===== config.mk =====
export PLATFORM = sky130hd
export DESIGN_NAME = arwc_sqrt
export DESIGN_NICKNAME = d
export VERILOG_FILES = /design/src/hdl/arwc_pkg.sv /design/src/hdl/arwc_sqrt.sv
export SDC_FILE = /design/constraint.sdc
export NUM_CORES = 2
export LEC_CHECK = 0
export BUFFER_PORTS_ARGS = -buffer_cell sky130_fd_sc_hd__buf_4
export CAP_MARGIN = 10
export CORE_MARGIN = 1.5
export CORE_UTILIZATION = 59
export DETAILED_ROUTE_END_ITERATION = 12
export PLACE_DENSITY = 0.8
export SLEW_MARGIN = 15
export SYNTH_ARGS = -nofsm -noshare
export SYNTH_HDL_FRONTEND = slang
export SYNTH_SLANG_ARGS = --single-unit

===== constraint.sdc =====
create_clock -name clk -period 8.6 [get_ports clk]
set_clock_uncertainty 0.2 [all_clocks]
set_input_delay 1.29 -clock clk [delete_from_list [all_inputs] [get_ports clk]]
set_output_delay 1.29 -clock clk [all_outputs]
set_load 0.005 [all_outputs]

===== src/hdl/arwc_pkg.sv =====
// shared types, widths and helpers for the arm reach workspace clamp
package arwc_pkg;

  localparam int COORD_WIDTH = 24;
  localparam int ROOT_W      = COORD_WIDTH + 1;      // distance bits
  localparam int RAD_W       = 2 * ROOT_W;           // sum of squares bits
  localparam int PROD_W      = 2 * COORD_WIDTH + 1;  // |v| * t bits
  localparam int SUM_W       = PROD_W + 2;           // signed result before saturation
  localparam int ADDR_W      = 5;
  localparam int TOL_W       = 8;

  typedef logic signed [COORD_WIDTH-1:0] coord_t;
  typedef logic signed [COORD_WIDTH:0]   delta_t;

  typedef struct packed {
    coord_t target_x;
    coord_t target_y;
    coord_t target_z;
  } target_t;

  typedef struct packed {
    coord_t result_x;
    coord_t result_y;
    coord_t result_z;
    logic   out_of_bounds;
  } result_t;

  typedef struct packed {
    logic [COORD_WIDTH-2:0] l1;
    logic [COORD_WIDTH-2:0] l2;
    coord_t                 shoulder;
    coord_t                 z_lo;
    coord_t                 z_hi;
    logic [TOL_W-1:0]       tol;
  } cfg_t;

  typedef struct packed {
    coord_t x;
    coord_t y;
    coord_t z;
    delta_t dz;
    logic   zbad;
  } root_side_t;

  typedef struct packed {
    coord_t x;
    coord_t y;
    coord_t z;
    logic   neg_x;
    logic   neg_y;
    logic   neg_z;
    logic   scale;
    logic   oob;
  } div_side_t;

  typedef enum logic [2:0] {
    REG_LINK_ONE  = 3'd0,
    REG_LINK_TWO  = 3'd1,
    REG_SHOULDER  = 3'd2,
    REG_Z_LOWER   = 3'd3,
    REG_Z_UPPER   = 3'd4,
    REG_TOLERANCE = 3'd5
  } reg_idx_t;

  function automatic coord_t sat_coord(input logic signed [SUM_W-1:0] v);
    logic signed [SUM_W-1:0] hi;
    logic signed [SUM_W-1:0] lo;
    hi = SUM_W'({1'b0, {(COORD_WIDTH-1){1'b1}}});
    lo = -hi - SUM_W'(1);
    if (v > hi) return coord_t'(hi);
    if (v < lo) return coord_t'(lo);
    return coord_t'(v);
  endfunction

endpackage


===== src/hdl/arwc_sqrt.sv =====
// pipelined integer square root, one root bit per stage
module arwc_sqrt
  import arwc_pkg::*;
(
  input  logic              clk,
  input  logic              rst,
  input  logic              in_valid,
  input  logic [RAD_W-1:0]  radicand,
  input  root_side_t        in_side,
  output logic              out_valid,
  output logic [ROOT_W-1:0] root,
  output root_side_t        out_side
);

  logic                vld  [ROOT_W+1];
  logic [RAD_W-1:0]    rad  [ROOT_W+1];
  logic [ROOT_W+1:0]   rem  [ROOT_W+1];
  logic [ROOT_W-1:0]   rt   [ROOT_W+1];
  root_side_t          side [ROOT_W+1];

  assign vld[0]  = in_valid;
  assign rad[0]  = radicand;
  assign rem[0]  = '0;
  assign rt[0]   = '0;
  assign side[0] = in_side;

  for (genvar i = 0; i < ROOT_W; i++) begin : g_stage
    logic [ROOT_W+1:0] cur;
    logic [ROOT_W+1:0] trial;
    logic              ge;

    // remainder stays below 2^(i+1), so the top two bits are free to shift out
    assign cur   = {rem[i][ROOT_W-1:0], rad[i][RAD_W-1 -: 2]};
    assign trial = {rt[i], 2'b01};
    assign ge    = cur >= trial;

    always_ff @(posedge clk) begin
      if (rst) begin
        vld[i+1] <= 1'b0;
      end else begin
        vld[i+1] <= vld[i];
      end
    end

    always_ff @(posedge clk) begin
      rad[i+1]  <= rad[i] << 2;
      rem[i+1]  <= ge ? cur - trial : cur;
      rt[i+1]   <= {rt[i][ROOT_W-2:0], ge};
      side[i+1] <= side[i];
    end
  end

  assign out_valid = vld[ROOT_W];
  assign root      = rt[ROOT_W];
  assign out_side  = side[ROOT_W];

endmodule


Word level (Yosys, flattened, before mapping)
Cells that the tools add are included.
{"block": "totals", "regBits": 3978, "input_bits": 151, "output_inout_bits": 124, "wordCells": 297}
{"block": "classes", "addsub": 24, "magnitude_cmp": 25, "n_mux": 24}
{"operator": "2-to-1 mux 25 bit", "n": 23}
{"operator": "greater-or-equal comparator 27 x 10 -> 1 bit", "n": 1}
{"operator": "greater-or-equal comparator 27 x 11 -> 1 bit", "n": 1}
{"operator": "greater-or-equal comparator 27 x 12 -> 1 bit", "n": 1}
{"operator": "greater-or-equal comparator 27 x 13 -> 1 bit", "n": 1}
{"operator": "greater-or-equal comparator 27 x 14 -> 1 bit", "n": 1}
{"operator": "greater-or-equal comparator 27 x 15 -> 1 bit", "n": 1}
{"operator": "greater-or-equal comparator 27 x 16 -> 1 bit", "n": 1}
{"operator": "greater-or-equal comparator 27 x 17 -> 1 bit", "n": 1}
{"operator": "greater-or-equal comparator 27 x 18 -> 1 bit", "n": 1}
{"operator": "greater-or-equal comparator 27 x 19 -> 1 bit", "n": 1}
{"operator": "greater-or-equal comparator 27 x 20 -> 1 bit", "n": 1}
{"operator": "greater-or-equal comparator 27 x 21 -> 1 bit", "n": 1}
{"operator": "greater-or-equal comparator 27 x 22 -> 1 bit", "n": 1}
{"operator": "greater-or-equal comparator 27 x 23 -> 1 bit", "n": 1}
{"operator": "greater-or-equal comparator 27 x 24 -> 1 bit", "n": 1}
{"operator": "greater-or-equal comparator 27 x 25 -> 1 bit", "n": 1}
{"operator": "greater-or-equal comparator 27 x 26 -> 1 bit", "n": 1}
{"operator": "greater-or-equal comparator 27 x 3 -> 1 bit", "n": 1}
{"operator": "greater-or-equal comparator 27 x 4 -> 1 bit", "n": 1}
{"operator": "greater-or-equal comparator 27 x 5 -> 1 bit", "n": 1}
{"operator": "greater-or-equal comparator 27 x 6 -> 1 bit", "n": 1}
{"operator": "greater-or-equal comparator 27 x 7 -> 1 bit", "n": 1}
{"operator": "greater-or-equal comparator 27 x 8 -> 1 bit", "n": 1}
{"operator": "27 further kinds", "n": 27}

Longest topological paths before layout
{"block": "depth", "depth_word": 2, "depth_mapped": 13, "mapped_depth_nobuf": 11}

Worst setup path before layout
No wires, ideal clock.
{"block": "synth_timing", "path_kind": "flip-flop to flip-flop", "startpoint": "register rt, in the netlist g_stage[21].trial[4]", "endpoint": "register rem, in the netlist g_stage[22].cur[10]", "setup_time_ns": 0.121, "t_arrival_ns": 2.898, "required_time_ns": 8.279, "slack_ns": 5.381, "stages_incl_launch_ff": 12, "n_path_buf": 1, "period_less_slack_ns": 3.219, "path_cell_list": "dfxtp_1 inv_1 ha_1 a21oi_1 nor3b_1 a211o_1 a21oi_1 a31o_2 a211oi_1 nand2_1 clkbuf_1 mux2_2"}
{"block": "synth_via", "elab_chain_len": 2, "word_cells_on_any_way": 3, "classes_between": "1 x add/sub; 1 x order compare; 1 x mux"}
{"item": "start, declared", "line_no": "arwc_sqrt.sv:18", "text": "logic [ROOT_W-1:0] rt [ROOT_W+1];"}
{"item": "start signal, assigned by index", "line_no": "arwc_sqrt.sv:48", "text": "rt[i+1] <= {rt[i][ROOT_W-2:0], ge};"}
{"item": "subtractor 25 x 23 -> 25 bit / greater-or-equal comparator 27 x 23 -> 1 bit (equally long branches)", "line_no": "arwc_sqrt.sv:47, arwc_sqrt.sv:35"}
{"item": "2-to-1 mux 25 bit *", "line_no": "arwc_sqrt.sv:47", "text": "rem[i+1] <= ge ? cur - trial : cur;"}
{"item": "end signal, assigned by index", "line_no": "arwc_sqrt.sv:47"}
{"item": "end, declared", "line_no": "arwc_sqrt.sv:17", "text": "logic [ROOT_W+1:0] rem [ROOT_W+1];"}
Mark *: on every way between the ends. The rest lies on a longest branch, timed or not.
A chain may end at the register's enable or synchronous reset.

Worst setup path after layout
Same ends and word-level chain as after synthesis.

==> load_flow_metrics.sql <==
INSERT INTO impl_metrics (metric_group, metric, value, unit) VALUES
('run_status', 'run_status', 'finished, violations left', ''),
('run_status', 'failed_checks', 'design-rule violations', ''),
('yosys', 'ys_seq_elements', '3968', ''),
('yosys', 'syn_avg_cell_area', '13.38', 'µm²'),
('detailed_routing', 'dr_vias', '53620', ''),
('yosys', 'asr_flop_ratio_synth', '0', '%'),
('detailed_routing', 'drcViolationCount', '2', ''),
('floorplanning', 'floorplan.initialDensity', '59.41', '%'),
('floorplanning', 'dieHeight', '424.3', 'µm'),
('placement', 'dp.final_hpwl', '109100', 'µm'),
('setup_path', 'rr_endpoint', 'g_stage[22].cur[10]', ''),
('setup_path', 'critPathLaunchType', 'flip-flop', ''),
('clock_network', 'cts_sinks', '3968', ''),
('worst_hold_path', 'min-delay-path-class', 'flip-flop to flip-flop', ''),
('setup_path', 'critPathMostFrequentCell', 'sky130_fd_sc_hd__a21oi_1', ''),
('timing', 'max_slew_margin', '25.87', '%'),
('setup_path', 'setup.reg_to_reg.worst_slack', '4.51', 'ns'),
('floorplanning', 'dieArea', '180100', 'µm²'),
('layout', 'antenna_cells', '0', ''),
('timing', 'final-hold-violation-count', '0', ''),
('yosys', 'count_of_distinct_cell_types_in_the_synthesized_netlist', '83', ''),
('global_routing', 'via_count_of_the_first_global_routing_pass', '56490', ''),
('run', 'max-cap-violations', '0', ''),
('yosys', 'synth_nets', '8333', ''),
('setup_path', 'timing.reg2reg.worst_path_depth', '10', ''),
('placement', 'place_congestion', '0.9089', ''),
('setup_path', 'timing.critical_path.arrival', '4.67', 'ns'),
('power', 'vdd_ir_drop_max', '0.3241', 'mV'),
('timing', 'slew_viol_final', '0', ''),
('setup_path', 'setup.worst_path.end_class', 'flip-flop', ''),
('layout', 'instances_no_fill', '10910', ''),
('clock_network', 'cts_hold_repair.buffers', '0', ''),
('timing', 'final.period_utilization', '47.50', '%'),
('global_routing', 'grt_overflow_total', '0', ''),
('yosys', 'yosysTopAreaCellShare', '75.84', '%'),
('timing', 'period_minus_slack', '4.085', 'ns'),
('clock_network', 'clock_tree.root_cell', 'sky130_fd_sc_hd__clkbuf_16', ''),
('yosys', 'syn_inst', '7831', ''),
('floorplanning', 'std_cell_rows', '154', ''),
('layout', 'final_core_utilization', '68.58', '%'),
('floorplanning', 'die_w', '424.3', 'µm'),
('setup_path', 'slowest_delay', '0.73', 'ns'),
('global_routing', 'grt_antenna_before_repair', '1', ''),
('layout', 'finish.net_count', '8795', ''),
('power', 'power.density_cell_area', '337.9', 'nW/µm²'),
('worst_hold_path', 'source_of_the_worst_hold_timing_path', 'side[902]', ''),
('clock_network', 'cts.path.max_buffers', '4', ''),
('setup_path', 'path_cells', 'inv_1 > ha_1 > a21oi_1 > nor3b_1 > a211o_1 > a21oi_1 > a31o_2 > a211oi_1 > nand2_1 > mux2_2', ''),
('layout', 'syn2layout_area_growth', '15.43', '%'),
('clock_network', 'cts_resized', '0', ''),
('timing', 'number_of_setup_violations_in_the_final_report', '0', ''),
('timing', 'timing_worst_slew_pin_value', '1.108', 'ns'),
('clock_network', 'clk_slew_on_worst_s_h_paths', '0.07', 'ns'),
('clock_network', 'cts.htree.levels', '5', ''),
('yosys', 'dominantRegCellSynth', 'sky130_fd_sc_hd__dfxtp_1', ''),
('setup_path', 'crit_path_max_fanout', '25', ''),
('detailed_routing', 'route.detailed.vias_per_inst', '4.916', ''),
('yosys', 'cells_taking_the_most_area_after_synthesis', 'sky130_fd_sc_hd__dfxtp_1, sky130_fd_sc_hd__ha_1, sky130_fd_sc_hd__xnor2_1', ''),
('clock_network', 'number_of_buffers_inserted_during_clock_tree_synthesis', '368', ''),
('detailed_routing', 'antenna_violating_nets_post_route', '0', ''),
('worst_hold_path', 'min_delay_path_depth', '0', ''),
('setup_path', 'critPathRequiredTime', '9.18', 'ns'),
('yosys', 'synth_seq_area_share', '75.84', '%'),
('timing', 'fin_tns_setup', '0', 'ns'),
('global_routing', 'maximum_number_of_pins_on_one_net_before_global_route_repair', '41', ''),
('detailed_routing', 'detail_route.wl_per_cell', '16.67', 'µm'),
('placement', 'place_inst', '10260', ''),
('timing', 'rsz0062_at_grt', 'false', ''),
('power', 'power.static_leakage', '54.53', 'nW'),
('clock_network', 'clock_latency', '0.96', 'ns'),
('setup_path', 'crit_path_top_delay_cell', 'sky130_fd_sc_hd__nand2_1', '');
## metal layers
metal  global-route usage (%)  wire [µm]  vias up
met5                        0          0        -
li1                         -          -    26840
met4                    7.688       5671        0
met2                    38.14      96780     1252
met3                    3.716       7415      409
met1                    21.96      71900    25120
## power breakdown
group	total, W	internal [W]	switching [W]	leakage, nW
Sequential	0.0212	0.0202	0.00101	33.4
Combinational	0.00351	0.00166	0.00185	15.2
Clock	0.0162	0.00951	0.00665	5.97
Total	0.0408	0.0313	0.00952	54.5
## sequential cells by signal (all words and copies together), names as in the netlist
register and flops:
g_stage.trial 300, out_valid 1, out_side 98, root 25, vld 24, side 2352, g_stage.cur 616, rad 552
## cell type report
| class | count | area [µm²] |
|---|---|---|
| tap | 2340 | 2928 |
| sequential | 3968 | 79440 |
| fill | 11640 | 55400 |
| multi-input combinational | 3230 | 22630 |
| inverter | 441 | 1655 |
| timing repair buffer | 284 | 2132 |
| clock buffer | 526 | 10650 |
| clock inverter | 118 | 1485 |
## synthesized netlist by cell type, types with 30 or more instances
cell type and number:
sky130_fd_sc_hd__nand3_1 117, sky130_fd_sc_hd__nand2b_1 62, sky130_fd_sc_hd__nand4_1 60, sky130_fd_sc_hd__buf_4 99, sky130_fd_sc_hd__o21ai_0 211, sky130_fd_sc_hd__nor2_1 304, sky130_fd_sc_hd__ha_1 351, sky130_fd_sc_hd__nor3_1 125
sky130_fd_sc_hd__o21a_1 73, sky130_fd_sc_hd__xor2_1 182, sky130_fd_sc_hd__inv_1 439, sky130_fd_sc_hd__and3_1 32, sky130_fd_sc_hd__a31oi_1 30, sky130_fd_sc_hd__nor4_1 59, sky130_fd_sc_hd__dfxtp_1 3968, sky130_fd_sc_hd__mux2_2 91
sky130_fd_sc_hd__a211oi_1 36, sky130_fd_sc_hd__or3_1 63, sky130_fd_sc_hd__clkbuf_1 80, sky130_fd_sc_hd__xnor2_1 252, sky130_fd_sc_hd__a21o_1 126, sky130_fd_sc_hd__nor2b_1 79, sky130_fd_sc_hd__nand2_1 277, sky130_fd_sc_hd__a21oi_1 327
## worst max-delay path by stage
stage / startpoint / end / slack [ns] / depth (start not counted)
global route: g_stage[21].trial[4] / g_stage[22].cur[12] / 4.21 / 10
global placement: g_stage[21].trial[4] / g_stage[22].cur[4] / 4.62 / 10
detailed placement: g_stage[21].trial[4] / g_stage[22].cur[13] / 4.55 / 10
floorplan: g_stage[21].trial[4] / g_stage[22].cur[10] / 5.38 / 11
finish: g_stage[21].trial[4] / g_stage[22].cur[10] / 4.51 / 10
CTS: g_stage[21].trial[4] / g_stage[22].cur[10] / 4.51 / 10
## placed cells by master, fill, tap and decap left out, types with 14 or more instances in the layout
| cell | netlist | final |
|---|---|---|
| sky130_fd_sc_hd__dfxtp_1 | 3968 | 3968 |
| sky130_fd_sc_hd__inv_1 | 439 | 439 |
| sky130_fd_sc_hd__clkbuf_16 | 0 | 372 |
| sky130_fd_sc_hd__ha_1 | 351 | 351 |
| sky130_fd_sc_hd__a21oi_1 | 327 | 327 |
| sky130_fd_sc_hd__nor2_1 | 304 | 303 |
| sky130_fd_sc_hd__buf_4 | 99 | 284 |
| sky130_fd_sc_hd__nand2_1 | 277 | 277 |
| sky130_fd_sc_hd__xnor2_1 | 252 | 252 |
| sky130_fd_sc_hd__o21ai_0 | 211 | 211 |
| sky130_fd_sc_hd__xor2_1 | 182 | 182 |
| sky130_fd_sc_hd__a21o_1 | 126 | 126 |
| sky130_fd_sc_hd__nor3_1 | 125 | 125 |
| sky130_fd_sc_hd__nand3_1 | 117 | 115 |
| sky130_fd_sc_hd__mux2_2 | 91 | 91 |
| sky130_fd_sc_hd__nor2b_1 | 79 | 79 |
| sky130_fd_sc_hd__clkbuf_1 | 80 | 78 |
| sky130_fd_sc_hd__clkbuf_8 | 0 | 76 |
| sky130_fd_sc_hd__o21a_1 | 73 | 73 |
| sky130_fd_sc_hd__or3_1 | 63 | 63 |
| sky130_fd_sc_hd__nand2b_1 | 62 | 62 |
| sky130_fd_sc_hd__nand4_1 | 60 | 60 |
| sky130_fd_sc_hd__nor4_1 | 59 | 59 |
| sky130_fd_sc_hd__clkinv_2 | 0 | 59 |
| sky130_fd_sc_hd__a211oi_1 | 36 | 36 |
| sky130_fd_sc_hd__and3_1 | 32 | 32 |
| sky130_fd_sc_hd__bufinv_16 | 0 | 30 |
| sky130_fd_sc_hd__a31oi_1 | 30 | 29 |
| sky130_fd_sc_hd__or4_1 | 29 | 29 |
| sky130_fd_sc_hd__o31ai_1 | 29 | 27 |
| sky130_fd_sc_hd__o211ai_1 | 25 | 25 |
| sky130_fd_sc_hd__or2_2 | 24 | 24 |
| sky130_fd_sc_hd__nand3b_1 | 24 | 24 |
| sky130_fd_sc_hd__o21bai_1 | 23 | 23 |
| sky130_fd_sc_hd__mux2i_1 | 18 | 18 |
| sky130_fd_sc_hd__nor4b_1 | 15 | 14 |
## stage by stage
stage          power, W  hold WS (ns)  area, µm²  setup WS [ns]
5_1_grt         0.04256       0.07074     120900          4.211
2_1_floorplan   0.02390        0.1096     104700          5.381
3_3_place_gp    0.02487        0.1095     108800          4.622
4_1_cts         0.04128       0.06115     120900          4.508
3_5_place_dp    0.02499        0.1121     108800          4.545
6_report        0.04085       0.06457     120900          4.515
## critical path, delay by kind of cell (launching register included)
kind                     cells  cell delay, ns
AO/OA/AOI/OAI                5            1.30
adder cells (fa/ha/maj)      1            0.34
buffers and inverters        1            0.05
flip-flops                   1            0.32
multiplexers                 1            0.53
AND/OR/NAND/NOR              2            1.22
## kinds of logic after synthesis
logic type,after synthesis,share of synthesized area (%)
XOR/XNOR,434,3.629
adder cells (fa/ha/maj),351,4.193
AO/OA/AOI/OAI,1018,6.153
AND/OR/NAND/NOR,1317,6.396
multiplexers,109,1.150
flip-flops,3968,75.84
buffers and inverters,633,2.636
other,1,0.003580
No activity file was read; power rests on OpenSTA's default activity.
