===== config.mk =====
export PLATFORM = sky130hd
export DESIGN_NAME = arwc_regs
export DESIGN_NICKNAME = d
export VERILOG_FILES = /design/src/hdl/arwc_pkg.sv /design/src/hdl/arwc_regs.sv
export SDC_FILE = /design/constraint.sdc
export NUM_CORES = 1
export LEC_CHECK = 0
export BUFFER_PORTS_ARGS = -buffer_cell sky130_fd_sc_hd__buf_2
export CAP_MARGIN = 10
export CORE_UTILIZATION = 25
export DETAILED_ROUTE_END_ITERATION = 16
export PLACE_DENSITY = 0.48
export SLEW_MARGIN = 40
export SYNTH_ARGS = -nofsm -noshare
export SYNTH_HDL_FRONTEND = slang
export SYNTH_SLANG_ARGS = --single-unit

===== constraint.sdc =====
create_clock -name clk -period 2.05 [get_ports clk]
set_input_delay 0.1025 -clock clk [delete_from_list [all_inputs] [get_ports clk]]
set_output_delay 0.1025 -clock clk [all_outputs]
set_load 0.005 [all_outputs]

===== src/hdl/arwc_pkg.sv =====
// shared types, widths and helpers for the arm reach workspace clamp
package arwc_pkg;

  localparam int COORD_WIDTH = 24;
  localparam int ROOT_W      = COORD_WIDTH + 1;      // distance bits
  localparam int RAD_W       = 2 * ROOT_W;           // sum of squares bits
  localparam int PROD_W      = 2 * COORD_WIDTH + 1;  // |v| * t bits
  localparam int SUM_W       = PROD_W + 2;           // signed result before saturation
  localparam int ADDR_W      = 5;
  localparam int TOL_W       = 8;

  typedef logic signed [COORD_WIDTH-1:0] coord_t;
  typedef logic signed [COORD_WIDTH:0]   delta_t;

  typedef struct packed {
    coord_t target_x;
    coord_t target_y;
    coord_t target_z;
  } target_t;

  typedef struct packed {
    coord_t result_x;
    coord_t result_y;
    coord_t result_z;
    logic   out_of_bounds;
  } result_t;

  typedef struct packed {
    logic [COORD_WIDTH-2:0] l1;
    logic [COORD_WIDTH-2:0] l2;
    coord_t                 shoulder;
    coord_t                 z_lo;
    coord_t                 z_hi;
    logic [TOL_W-1:0]       tol;
  } cfg_t;

  typedef struct packed {
    coord_t x;
    coord_t y;
    coord_t z;
    delta_t dz;
    logic   zbad;
  } root_side_t;

  typedef struct packed {
    coord_t x;
    coord_t y;
    coord_t z;
    logic   neg_x;
    logic   neg_y;
    logic   neg_z;
    logic   scale;
    logic   oob;
  } div_side_t;

  typedef enum logic [2:0] {
    REG_LINK_ONE  = 3'd0,
    REG_LINK_TWO  = 3'd1,
    REG_SHOULDER  = 3'd2,
    REG_Z_LOWER   = 3'd3,
    REG_Z_UPPER   = 3'd4,
    REG_TOLERANCE = 3'd5
  } reg_idx_t;

  function automatic coord_t sat_coord(input logic signed [SUM_W-1:0] v);
    logic signed [SUM_W-1:0] hi;
    logic signed [SUM_W-1:0] lo;
    hi = SUM_W'({1'b0, {(COORD_WIDTH-1){1'b1}}});
    lo = -hi - SUM_W'(1);
    if (v > hi) return coord_t'(hi);
    if (v < lo) return coord_t'(lo);
    return coord_t'(v);
  endfunction

endpackage


===== src/hdl/arwc_regs.sv =====
// configuration registers behind the apb port
module arwc_regs
  import arwc_pkg::*;
(
  input  logic              clk,
  input  logic              rst,
  input  logic              psel,
  input  logic              penable,
  input  logic              pwrite,
  input  logic [ADDR_W-1:0] paddr,
  input  logic [31:0]       pwdata,
  output logic [31:0]       prdata,
  output logic              pready,
  output cfg_t              cfg
);

  reg_idx_t idx;
  logic     wr;

  assign idx    = reg_idx_t'(paddr[ADDR_W-1:2]);
  assign wr     = psel & penable & pwrite;
  assign pready = 1'b1;

  always_ff @(posedge clk) begin
    if (rst) begin
      cfg.l1       <= '0;
      cfg.l2       <= '0;
      cfg.shoulder <= '0;
      cfg.z_lo     <= {1'b1, {(COORD_WIDTH-1){1'b0}}};
      cfg.z_hi     <= {1'b0, {(COORD_WIDTH-1){1'b1}}};
      cfg.tol      <= TOL_W'(1);
    end else if (wr) begin
      case (idx)
        REG_LINK_ONE:  cfg.l1       <= pwdata[COORD_WIDTH-2:0];
        REG_LINK_TWO:  cfg.l2       <= pwdata[COORD_WIDTH-2:0];
        REG_SHOULDER:  cfg.shoulder <= pwdata[COORD_WIDTH-1:0];
        REG_Z_LOWER:   cfg.z_lo     <= pwdata[COORD_WIDTH-1:0];
        REG_Z_UPPER:   cfg.z_hi     <= pwdata[COORD_WIDTH-1:0];
        REG_TOLERANCE: cfg.tol      <= pwdata[TOL_W-1:0];
        default: ;
      endcase
    end
  end

  always_comb begin
    case (idx)
      REG_LINK_ONE:  prdata = 32'(cfg.l1);
      REG_LINK_TWO:  prdata = 32'(cfg.l2);
      REG_SHOULDER:  prdata = 32'($unsigned(cfg.shoulder));
      REG_Z_LOWER:   prdata = 32'($unsigned(cfg.z_lo));
      REG_Z_UPPER:   prdata = 32'($unsigned(cfg.z_hi));
      REG_TOLERANCE: prdata = 32'(cfg.tol);
      default:       prdata = '0;
    endcase
  end

endmodule


After elaboration in Yosys (flattened, before gate mapping)
Cells that the tools add are included.
{"block": "totals", "register_bits": 126, "latch_bits": 0, "ram_bits": 0, "rom_bits": 0, "output_inout_bits": 159, "n_memories": 0}
{"block": "classes", "n_addsub": 0, "mul": 0, "div": 0, "n_lt_le_gt_ge": 0, "n_eq_ne": 5, "n_shift": 0, "mux": 1, "bitwise": 2, "n_reduce_logical": 7}
{"cell": "24-bit case mux with 6 select lines", "n": 1}
{"cell": "2-bit AND reduction", "n": 6}
{"cell": "3-bit by 2-bit equality test with 1-bit output (second input constant)", "n": 2}
{"cell": "3-bit equality test (second input constant)", "n": 2}
{"cell": "3-bit by 1-bit equality test with 1-bit output (second input constant)", "n": 1}
{"cell": "3-bit zero test", "n": 1}
{"cell": "1-bit bitwise AND", "n": 2}

Logic depth before layout (Yosys ltp)
Gate-level depths: netlist of the first run.
{"block": "depth", "depth_word": 3, "depth_mapped": 6}

Worst setup path before layout of the first run
Ideal clock, no wire load.
{"block": "synth_path", "path_type": "input -> register", "startpoint": "input paddr[2]", "endpoint": "register cfg[76] (netlist name)", "setup_ps": 132, "arrival_ps": 967, "required_ps": 1918, "slack_ps": 950, "cell_stages": 6, "n_path_buf": 3, "cell_sequence": "buf_4 > nand4b_4 > buf_4 > clkbuf_1 > o21ai_0 > a21oi_1"}
{"block": "synth_via", "elab_chain_cells": 2}
{"item": "start, declared", "line_no": "arwc_regs.sv:10", "source": "input logic [ADDR_W-1:0] paddr,"}
{"item": "3-bit by 2-bit equality test with 1-bit output", "line_no": "arwc_regs.sv:33", "source": "case (idx)"}
{"item": "2-bit AND reduction (no line)"}
{"item": "end, declared", "line_no": "arwc_regs.sv:14", "source": "output cfg_t cfg"}
Every way passes these cells.
A chain may end at the register's enable or synchronous reset.

Worst setup path after layout of the first run
{"block": "layout_path", "startpoint": "input paddr[4]", "endpoint": "output prdata[7]"}
{"block": "layout_via", "elab_chain_cells": 2, "elab_cells_between_ends": 7}
{"item": "3-bit equality test, or another cell as far along", "line_no": "arwc_regs.sv:46", "source": "case (idx)"}
{"item": "24-bit case mux with 6 select lines (*)", "line_no": "arwc_regs.sv:46"}
{"item": "end, declared", "line_no": "arwc_regs.sv:12", "source": "output logic [31:0] prdata,"}
Mark *: on every way between the ends. The rest lies on a longest branch, timed or not.

==> results of run 1 <==
-- per-stage QoR --
stage          util [%]  power, W  hold WS, ns
2_1_floorplan         -   0.00284        0.250
3_3_place_gp       30.7   0.00307        0.391
3_5_place_dp       30.7   0.00307        0.392
4_1_cts            34.3   0.00623        0.284
5_1_grt            34.3   0.00638        0.299
6_report           34.3   0.00615        0.302
-- critical path, stage by stage --
cell and delay (ns):
buf_2 0.16, buf_12 0.19, or2_2 0.34, buf_12 0.19
o22a_1 0.22, o21ai_0 0.13, buf_2 0.18
-- kinds of logic (layout without fill, tap and decap cells) --
logic type | count (synthesis) | count (layout)
flops | 126 | 126
compound gates | 259 | 259
other cells | 2 | 9
buf+inv | 89 | 269
simple gates | 170 | 170
mux | 74 | 74
-- final cells by class --
cell class              instances  area, µm²  area share (%)
inverters                       1       3.75          0.0465
clock inverters                 7        110            1.36
flip-flops and latches        126       2520            31.2
well taps                     319        399            4.94
clock buffers                  24        482            5.97
multi-input cells             512       3080            38.1
repair buffers                237       1480            18.3
-- cells in the mapped netlist, types with 2 or more instances --
master and count:
a21oi_1 101, a22oi_1 3, a2bb2oi_1 4, a32oi_1 2, buf_2 25, buf_4 21
buf_6 2, clkbuf_1 36, clkbuf_2 4, conb_1 2, dfxtp_1 126, mux2_2 5
mux2i_1 68, nand2_1 6, nand2b_1 2, nand3_1 101, nor2_1 48, nor2b_1 4
o21a_1 9, o21ai_0 116, o21ai_1 3, o221ai_1 4, o22a_1 4, o22ai_1 2
o2bb2ai_1 9
-- layer usage --
| metal | part of all wire, % | vias to the layer above | wire length, µm |
|---|---|---|---|
| met3 | 5.7 | 19 | 1260 |
| met2 | 49 | 168 | 10700 |
| li1 | - | 2922 | - |
| met1 | 45 | 2907 | 9840 |
| met4 | 1.1 | 0 | 241 |
| met5 | 0 | - | 0 |
-- power groups by stage --
stage	sequential, W	clock, W	combinational (W)
after CTS	0.00248	0.00317	0.000578
after detailed placement	0.00254	0	0.000540
final	0.00248	0.00310	0.000572
after global placement	0.00254	0	0.000540
after global routing	0.00248	0.00327	0.000625
after floorplan	0.00253	0	0.000305
-- path summary, 6_finish.rpt --
check,to,slack [ns],cells after the start
setup / recovery,prdata[7],0.42,7
hold / removal,cfg[54],0.30,4
setup reg to reg,cfg[55],1.16,2
hold reg to reg,cfg[36],0.48,2
==> run_results.csv, run 1 <==
group,metric,value,unit
run_status,status,"finished clean",
floorplan,io_pins,201,
sta,tightest_slew,0.586,ns
synth,synth_top_cell_by_area,"dfxtp_1",
clocking,cts_root_buf,"clkbuf_16",
synth,synth.top_cell.area_share,41.9,%
placed_design,dpl.hpwl,13.8,mm
layout,syn2layout_area_growth,34.2,%
placed_design,placed_area,7230,µm²
routing,vias,6016,
critical_path,cp-start-kind,"input pin",
routing,route.detailed.drc,0,
global_route,grtUsageMet3,4.43,%
sta,rsz0062_at_grt,"no",
synth,synthXorXnorAreaFrac,0,%
pwr,switchingPower,0.00147,W
placed_design,preCtsSetupSlack,0.420,ns
layout,layout_common_cells,"180 x buf_2, 126 x dfxtp_1, 116 x o21ai_0",
layout,antenna_cells,0,
routing,viasPerCell,4.91,
synth,synth_area_leaders,"dfxtp_1 42%, mux2i_1 11%, o21ai_0 9.7%",
clocking,cts_setup_buffers,0,
synth,synth_edf_count,0,
sta,fmaxAchievable,0.613,GHz
sta,hold_viol_final,0,
synth,ys_seq_elements,126,
critical_path,crit_path_start,"paddr[4]",
synth,yosys.area_share.simple,13.9,%
pwr,p_comb_share,9.3,%
global_route,grt_busiest_layer,"met2",
floorplan,die_height,157,µm
routing,dr.pass1.iters,5,
sta,tns,0,ns
clocking,path_clk_slew,0.06,ns
synth,synthMuxAreaShare,12.6,%
layout,fin_cells,1226,
sta,relSlewSlack,60.9,%
clocking,cts_hold_buf,25,
clocking,cts_buffers,17,
pwr,ir_worst_vdd,0.000394,V
pwr,p_leak,3.22,nW
clocking,clockBufferDepth,2,
floorplan,rows,56,
synth,synth-compound-area-share,23.7,%
placed_design,io_buffers,181,
critical_path,worst_ep_required_time,1.95,ns
synth,synthFlopType,"dfxtp_1",
clocking,cts_resized,0,
routing,post_drt_wl_per_cell,18.0,µm
hold_path,hp-class,"in -> reg",
sta,setup_viol,0,
global_route,gr-total-overflow,0,
routing,detail-route-antenna-nets,0,
sta,fin_ws,0.418,ns
pwr,p_int,0.00468,W
synth,synth_top_family_by_area,"compound AO/OA/AOI/OAI gates",
synth,ys_types,38,
floorplan,dieArea,24700,µm²
synth,async_flop_share,0,%
placed_design,place_inst,1170,
hold_path,hold_start,"paddr[3]",
global_route,grt_pass1_wl,33.7,mm
critical_path,crit_path_end_kind,"primary output",
floorplan,core,23500,µm²
placed_design,place.gp.congestion,0.723,
clocking,cts_sinks,126,
routing,routed_wl,22.0,mm
floorplan,initial_core_util,25.5,%
layout,final_nets,937,
layout,top_register,"cfg",
sta,drv_slew,0,
critical_path,path_class,"in -> out",
pwr,p_clk_share,50.3,%
pwr,powerDensity,762,nW/µm²
global_route,grt_use_total,18.1,%
layout,final_layout_size_suffix_gt1_share,28.1,%
layout,largest_reg_flops,126,
synth,synth_seq_area_share,41.9,%
clocking,clock_latency,0.41,ns
global_route,grt_pass1_vias,5802,
critical_path,timing.rr.start,"cfg[55]",
layout,fillers,2491,
floorplan,die_w,157,µm
clocking,cts_tree,"done",
sta,fin_crit_sh,79.6,%
sta,post-route-min-period,1.63,ns
layout,final_common_cell,"buf_2",
clocking,htree_levels,4,
critical_path,path_max_fanout,35,
global_route,antenna_found_initial,0,
pwr,switching_share,23.9,%
synth,synth_adder_area_share,0,%
flow_run,drv_cap,0,
routing,dr.first_iter.drc_count,339,
sta,skew,0,ns
global_route,met2_usage,30.2,%
global_route,grt_max_degree,82,
synth,synth_area,6010,µm²
layout,stdcell_area,8070,µm²
global_route,grt_use_met1,22.7,%
synth,synth_cells,720,
critical_path,cp.arrival,1.53,ns
synth,yosysWarningCount,0,
pwr,pwr-share-seq,40.4,%
synth,syn-mean-instance-area,8.35,µm²
layout,reg_top3,"cfg (126)",
(Power assumes the default switching activity.)
==> run 2, diff against run 1 <==
Settings changed: PLACE_DENSITY 0.48 to 0.5.
Clock period 2.05 ns to 1.4 ns, I/O delays scaled along.
==> run 2 against run 1 <==
The run now ends with setup timing left; flip-flop and latch count unchanged; clock power is 48% higher; sequential share of layout area fell by 0.92 points; via count rose by 2.9%; sequential power grew 46%; wire length up 2.7%; core utilization grew 1.6 points; critical path depth down 3; non-clock buffer count is 22 higher; clock-buffer cell count fell by 3; worst hold slack worse by 0.18 ns; total power is 48% higher; largest cell class unchanged; highest routed layer is now met5.
==> run_results.csv, run 2 (synthesis gave the netlist of run 1 again) <==
group,metric,value,unit
pwr,p_clk_share,50.2,%
critical_path,slowest_stage,"mux4_2",
routing,viasPerCell,4.95,
sta,hold_ws,0.126,ns
routing,vias,6188,
pwr,p_leak,3.41,nW
critical_path,r2r-end,"cfg[55]",
critical_path,crit_path_end_kind,"primary output",
sta,hold_viol_final,0,
clocking,htree_levels,4,
layout,final_nets,959,
layout,largest_reg_flops,126,
sta,setup_viol,6,
floorplan,rows,56,
routing,detail-route-antenna-nets,0,
layout,seq_area,2560,µm²
critical_path,cpPeakStageDelay,0.45,ns
global_route,grt_pass1_vias,5792,
pwr,ir_worst_vdd,0.000550,V
pwr,powerDensity,1080,nW/µm²
floorplan,die_height,157,µm
layout,multi_input_area,3130,µm²
clocking,path_clk_slew,0.06,ns
sta,skew,0,ns
global_route,grt_max_degree,54,
pwr,switching_share,24.8,%
global_route,met2_usage,30.0,%
hold_path,min_path_cells,2,
pwr,p_int,0.00686,W
placed_design,placed_area,7430,µm²
clocking,cts_buffers,17,
critical_path,timing.rr.start,"cfg[55]",
global_route,grtUsageMet3,5.29,%
global_route,gr-total-overflow,0,
hold_path,hp-class,"in -> reg",
sta,fmaxAchievable,0.670,GHz
critical_path,crit_path_end,"prdata[10]",
placed_design,place_inst,1181,
critical_path,path_class,"reg -> out",
pwr,p_comb_share,10.0,%
layout,fillers,2468,
global_route,antenna_found_initial,1,
sta,relSlewSlack,66.6,%
critical_path,cp-start-kind,"register",
routing,dr.pass1.iters,5,
critical_path,r2r_slack,0.53,ns
clocking,clockBufferDepth,2,
routing,dr.first_iter.drc_count,370,
run_status,status,"finished, violations left",
layout,layout_common_cells,"180 x buf_2, 109 x o21ai_0, 101 x nand3_1, 101 x a21oi_1, 92 x dfxtp_1",
layout,fin_cells,1249,
layout,reg_top3,"cfg (126)",
clocking,cts_sinks,126,
sta,drv_slew,0,
clocking,cts_root_buf,"clkbuf_16",
critical_path,worst_ep_required_time,1.33,ns
run_status,violations,"setup timing",
critical_path,cp_cell_sequence,"mux4_2 > inv_2 > o21ai_2 > buf_2",
sta,fin_ws,-0.0925,ns
layout,syn2layout_area_growth,40.6,%
pwr,pwr-share-seq,39.8,%
global_route,grt_use_met1,23.5,%
sta,tns,-0.286,ns
layout,stdcell_area,8460,µm²
placed_design,place.gp.congestion,0.742,
global_route,grt_busiest_layer,"met2",
floorplan,dieArea,24700,µm²
placed_design,dpl.hpwl,14.3,mm
critical_path,cp.arrival,1.42,ns
clocking,cts_tree,"done",
critical_path,path_max_fanout,2,
floorplan,initial_core_util,25.5,%
sta,fin_crit_sh,107,%
flow_run,drv_cap,0,
floorplan,die_w,157,µm
floorplan,core,23500,µm²
layout,top_register,"cfg",
critical_path,crit_path_start,"cfg[113]",
floorplan,io_pins,201,
sta,post-route-min-period,1.49,ns
routing,route.detailed.drc,0,
global_route,grt_use_total,18.3,%
layout,antenna_cells,0,
layout,fin_util,35.9,%
routing,post_drt_wl_per_cell,18.1,µm
layout,final_layout_size_suffix_gt1_share,34.8,%
clocking,clock_latency,0.41,ns
sta,rsz0062_at_grt,"yes",
global_route,grt_pass1_wl,34.3,mm
critical_path,reg2regPathDepth,2,
sta,tightest_slew,0.501,ns
placed_design,io_buffers,181,
pwr,switchingPower,0.00227,W
layout,final_common_cell,"buf_2",
routing,routed_wl,22.6,mm
## run 2: changes by cell type in the layout (fill, tap and decap cells not counted), sizes merged
cell and change:
dlygate4sd3 -1, buf +23, clkinvlp +4, clkbuf -3
## run 2: critical path: cells and delay by family (launching register included)
| kind | cells | cell delay, ns |
|---|---|---|
| AOI/OAI and AO/OA | 1 | 0.04 |
| DFF | 1 | 0.32 |
| muxes | 1 | 0.45 |
| buffers and inverters | 2 | 0.19 |
## run 2: final cells by class
type | instances | area share (%)
inverters | 1 | 0.0444
multi-input cells | 512 | 37.0
clock inverters | 11 | 1.66
well taps | 319 | 4.72
repair buffers | 259 | 20.8
clock buffers | 21 | 5.44
flip-flops and latches | 126 | 30.3
## run 2: repair_timing
| item | in CTS | in global routing |
|---|---|---|
| endpoints found under the hold margin | 121 | 0 |
| endpoints found under the setup margin | 8 | 16 |
| resized for setup | 25 | 28 |
| setup buffers | 9 | 3 |
| hold buffers | 24 | 0 |
| pin swaps | 5 | 11 |
## run 2: how the worst min path moves through the flow
stage	start	end	slack, ns
CTS	rst	cfg[2]	0.10
finish	rst	cfg[58]	0.13
detailed placement	pwdata[23]	cfg[55]	0.36
global placement	pwdata[23]	cfg[79]	0.36
floorplan	pwdata[20]	cfg[100]	0.22
global route	rst	cfg[4]	0.12
## run 2: power by group through the flow
stage               Combinational [W]  Clock, W  Sequential, W
global route                 0.000986   0.00487        0.00364
finish                       0.000911   0.00458        0.00363
detailed placement           0.000845         0        0.00371
CTS                          0.000911   0.00469        0.00363
floorplan                    0.000446         0        0.00371
global placement             0.000840         0        0.00371
## run 2: stage by stage
step	power, W	worst slack [ns]
global route	0.00949	-0.155
detailed placement	0.00456	-0.00540
floorplan	0.00416	0.333
finish	0.00913	-0.0925
CTS	0.00924	-0.113
global placement	0.00455	0.0312
## run 2: metal layers
layer	share of wire, %	vias up
met3	7.0	13
met1	45	2972
met2	48	226
met4	0.71	2
met5	0.049	-
li1	-	2975
==> run 3, diff against run 2 <==
Settings changed: REMOVE_ABC_BUFFERS from default to 1.
==> run 3 against run 2 <==
The run still ends with setup timing left; via count is 0.26% higher; clock skew did not move; die area unchanged; worst setup slack got worse by 0.017 ns; wire length shrank 1.9%; largest cell class unchanged.
==> run_results.csv, run 3 (synthesis gave the netlist of run 1 again) <==
group,metric,value,unit
pwr,p_leak,3.37,nW
layout,syn2layout_area_growth,39.9,%
sta,post-route-min-period,1.51,ns
clocking,clockBufferDepth,2,
routing,route.detailed.drc,0,
floorplan,dieArea,24700,µm²
sta,fin_crit_sh,108,%
run_status,violations,"setup timing",
clocking,htree_levels,4,
flow_run,drv_cap,0,
hold_path,hp-class,"in -> reg",
routing,vias,6204,
layout,fillers,2494,
routing,routed_wl,22.2,mm
critical_path,path_class,"reg -> out",
global_route,grt_pass1_vias,5954,
sta,skew,0,ns
sta,tns,-0.287,ns
layout,final_nets,961,
routing,dr.pass1.iters,5,
placed_design,dpl.hpwl,14.7,mm
critical_path,cp_cell_sequence,"mux4_2 > inv_2 > o21ai_1 > buf_2",
global_route,grt_max_degree,79,
layout,reg_top3,"cfg (126)",
hold_path,min_path_cells,4,
pwr,powerDensity,1070,nW/µm²
clocking,path_clk_slew,0.06,ns
layout,final_common_cell,"buf_2",
clocking,cts_sinks,126,
layout,antenna_cells,0,
critical_path,worst-path-stages,4,
floorplan,rows,56,
floorplan,initial_core_util,25.5,%
global_route,antenna_found_initial,0,
sta,setup_viol,5,
global_route,gr-total-overflow,0,
sta,fin_ws,-0.109,ns
sta,rsz0062_at_grt,"yes",
sta,drv_slew,0,
floorplan,die_height,157,µm
clocking,cts_root_buf,"clkbuf_16",
critical_path,cp-start-kind,"register",
routing,viasPerCell,4.96,
floorplan,die_w,157,µm
critical_path,worst_ep_required_time,1.33,ns
clocking,clock_latency,0.41,ns
routing,post_drt_wl_per_cell,17.7,µm
layout,final_layout_size_suffix_gt1_share,34.3,%
sta,fmaxAchievable,0.663,GHz
critical_path,critPathBufInv,2,
sta,hold_viol_final,0,
critical_path,crit_path_end_kind,"primary output",
pwr,ir_worst_vdd,0.000650,V
clocking,cts_buffers,17,
routing,detail-route-antenna-nets,0,
critical_path,slowest_stage,"mux4_2",
global_route,grt_use_total,18.2,%
layout,top_register,"cfg",
critical_path,cpPeakStageDelay,0.47,ns
run_status,status,"finished, violations left",
critical_path,path_max_fanout,3,
critical_path,cp_top_family,"multiplexers",
placed_design,place.gp.congestion,0.719,
placed_design,preCtsSetupSlack,-0.00692,ns
critical_path,reg2regPathDepth,3,
routing,dr.first_iter.drc_count,376,
clocking,cts_tree,"done",
placed_design,io_buffers,181,
floorplan,io_pins,201,
global_route,grt_pass1_wl,34.3,mm
layout,layout_common_cells,"179 x buf_2, 110 x o21ai_0, 101 x nand3_1, 101 x a21oi_1, 92 x dfxtp_1",
floorplan,core,23500,µm²
critical_path,cp.arrival,1.44,ns
layout,largest_reg_flops,126,
==> run 3: cell type report <==
cell class | count | area [µm²] | area share (%)
multi-input combinational | 512 | 3100 | 36.8
sequential | 126 | 2560 | 30.5
timing repair buffer | 261 | 1750 | 20.8
clock buffer | 20 | 457 | 5.43
tap | 319 | 399 | 4.74
clock inverter | 12 | 139 | 1.65
inverter | 1 | 3.75 | 0.0446
==> run 3: final timing paths <==
kind,start,slack [ns],endpoint
max,cfg[42],-0.11,prdata[10]
min,paddr[4],0.15,cfg[59]
max reg2reg,cfg[98],0.21,cfg[98]
min reg2reg,cfg[87],0.49,cfg[87]
==> run 3: metrics by stage <==
step | power [W] | util [%] | hold slack [ns] | instance area [µm²] | instances
3_3_place_gp | 0.00454 | 31.5 | 0.347 | 7430 | 1184
4_1_cts | 0.00909 | 35.5 | 0.130 | 8360 | 1250
5_1_grt | 0.00933 | 35.7 | 0.174 | 8420 | 1251
2_1_floorplan | 0.00398 | - | 0.139 | 5580 | 639
3_5_place_dp | 0.00454 | 31.5 | 0.350 | 7430 | 1184
6_report | 0.00899 | 35.7 | 0.148 | 8420 | 1251
==> run 3: routing by layer <==
layer  GRT usage (%)  vias up  routed length [µm]  part of all wire (%)
met5               0        -                   0                     0
met4            5.41        0                 232                   1.0
met3            4.35       18                1420                   6.4
met2            28.9      221               10400                    47
met1            24.2     2984               10100                    46
li1                -     2981                   -                     -
==> run 3: repair_timing <==
| item | CTS | global route |
|---|---|---|
| setup endpoints to repair | 6 | 18 |
| endpoints found under the hold margin | 124 | 0 |
| pin swaps | 6 | 5 |
| buffers inserted | 9 | 1 |
| gates resized for setup | 16 | 30 |
| hold buffers | 26 | 0 |
==> run 3: worst min-delay path: stages <==
cell,delay [ns]
buf_2,0.17
nor2b_4,0.12
nand3_1,0.10
a21oi_1,0.05
==> run 3: report_power, final <==
group          switching, W  total, W  internal, W
clock               0.00175   0.00447      0.00272
sequential        0.0000206   0.00363      0.00361
combinational      0.000533  0.000888     0.000355
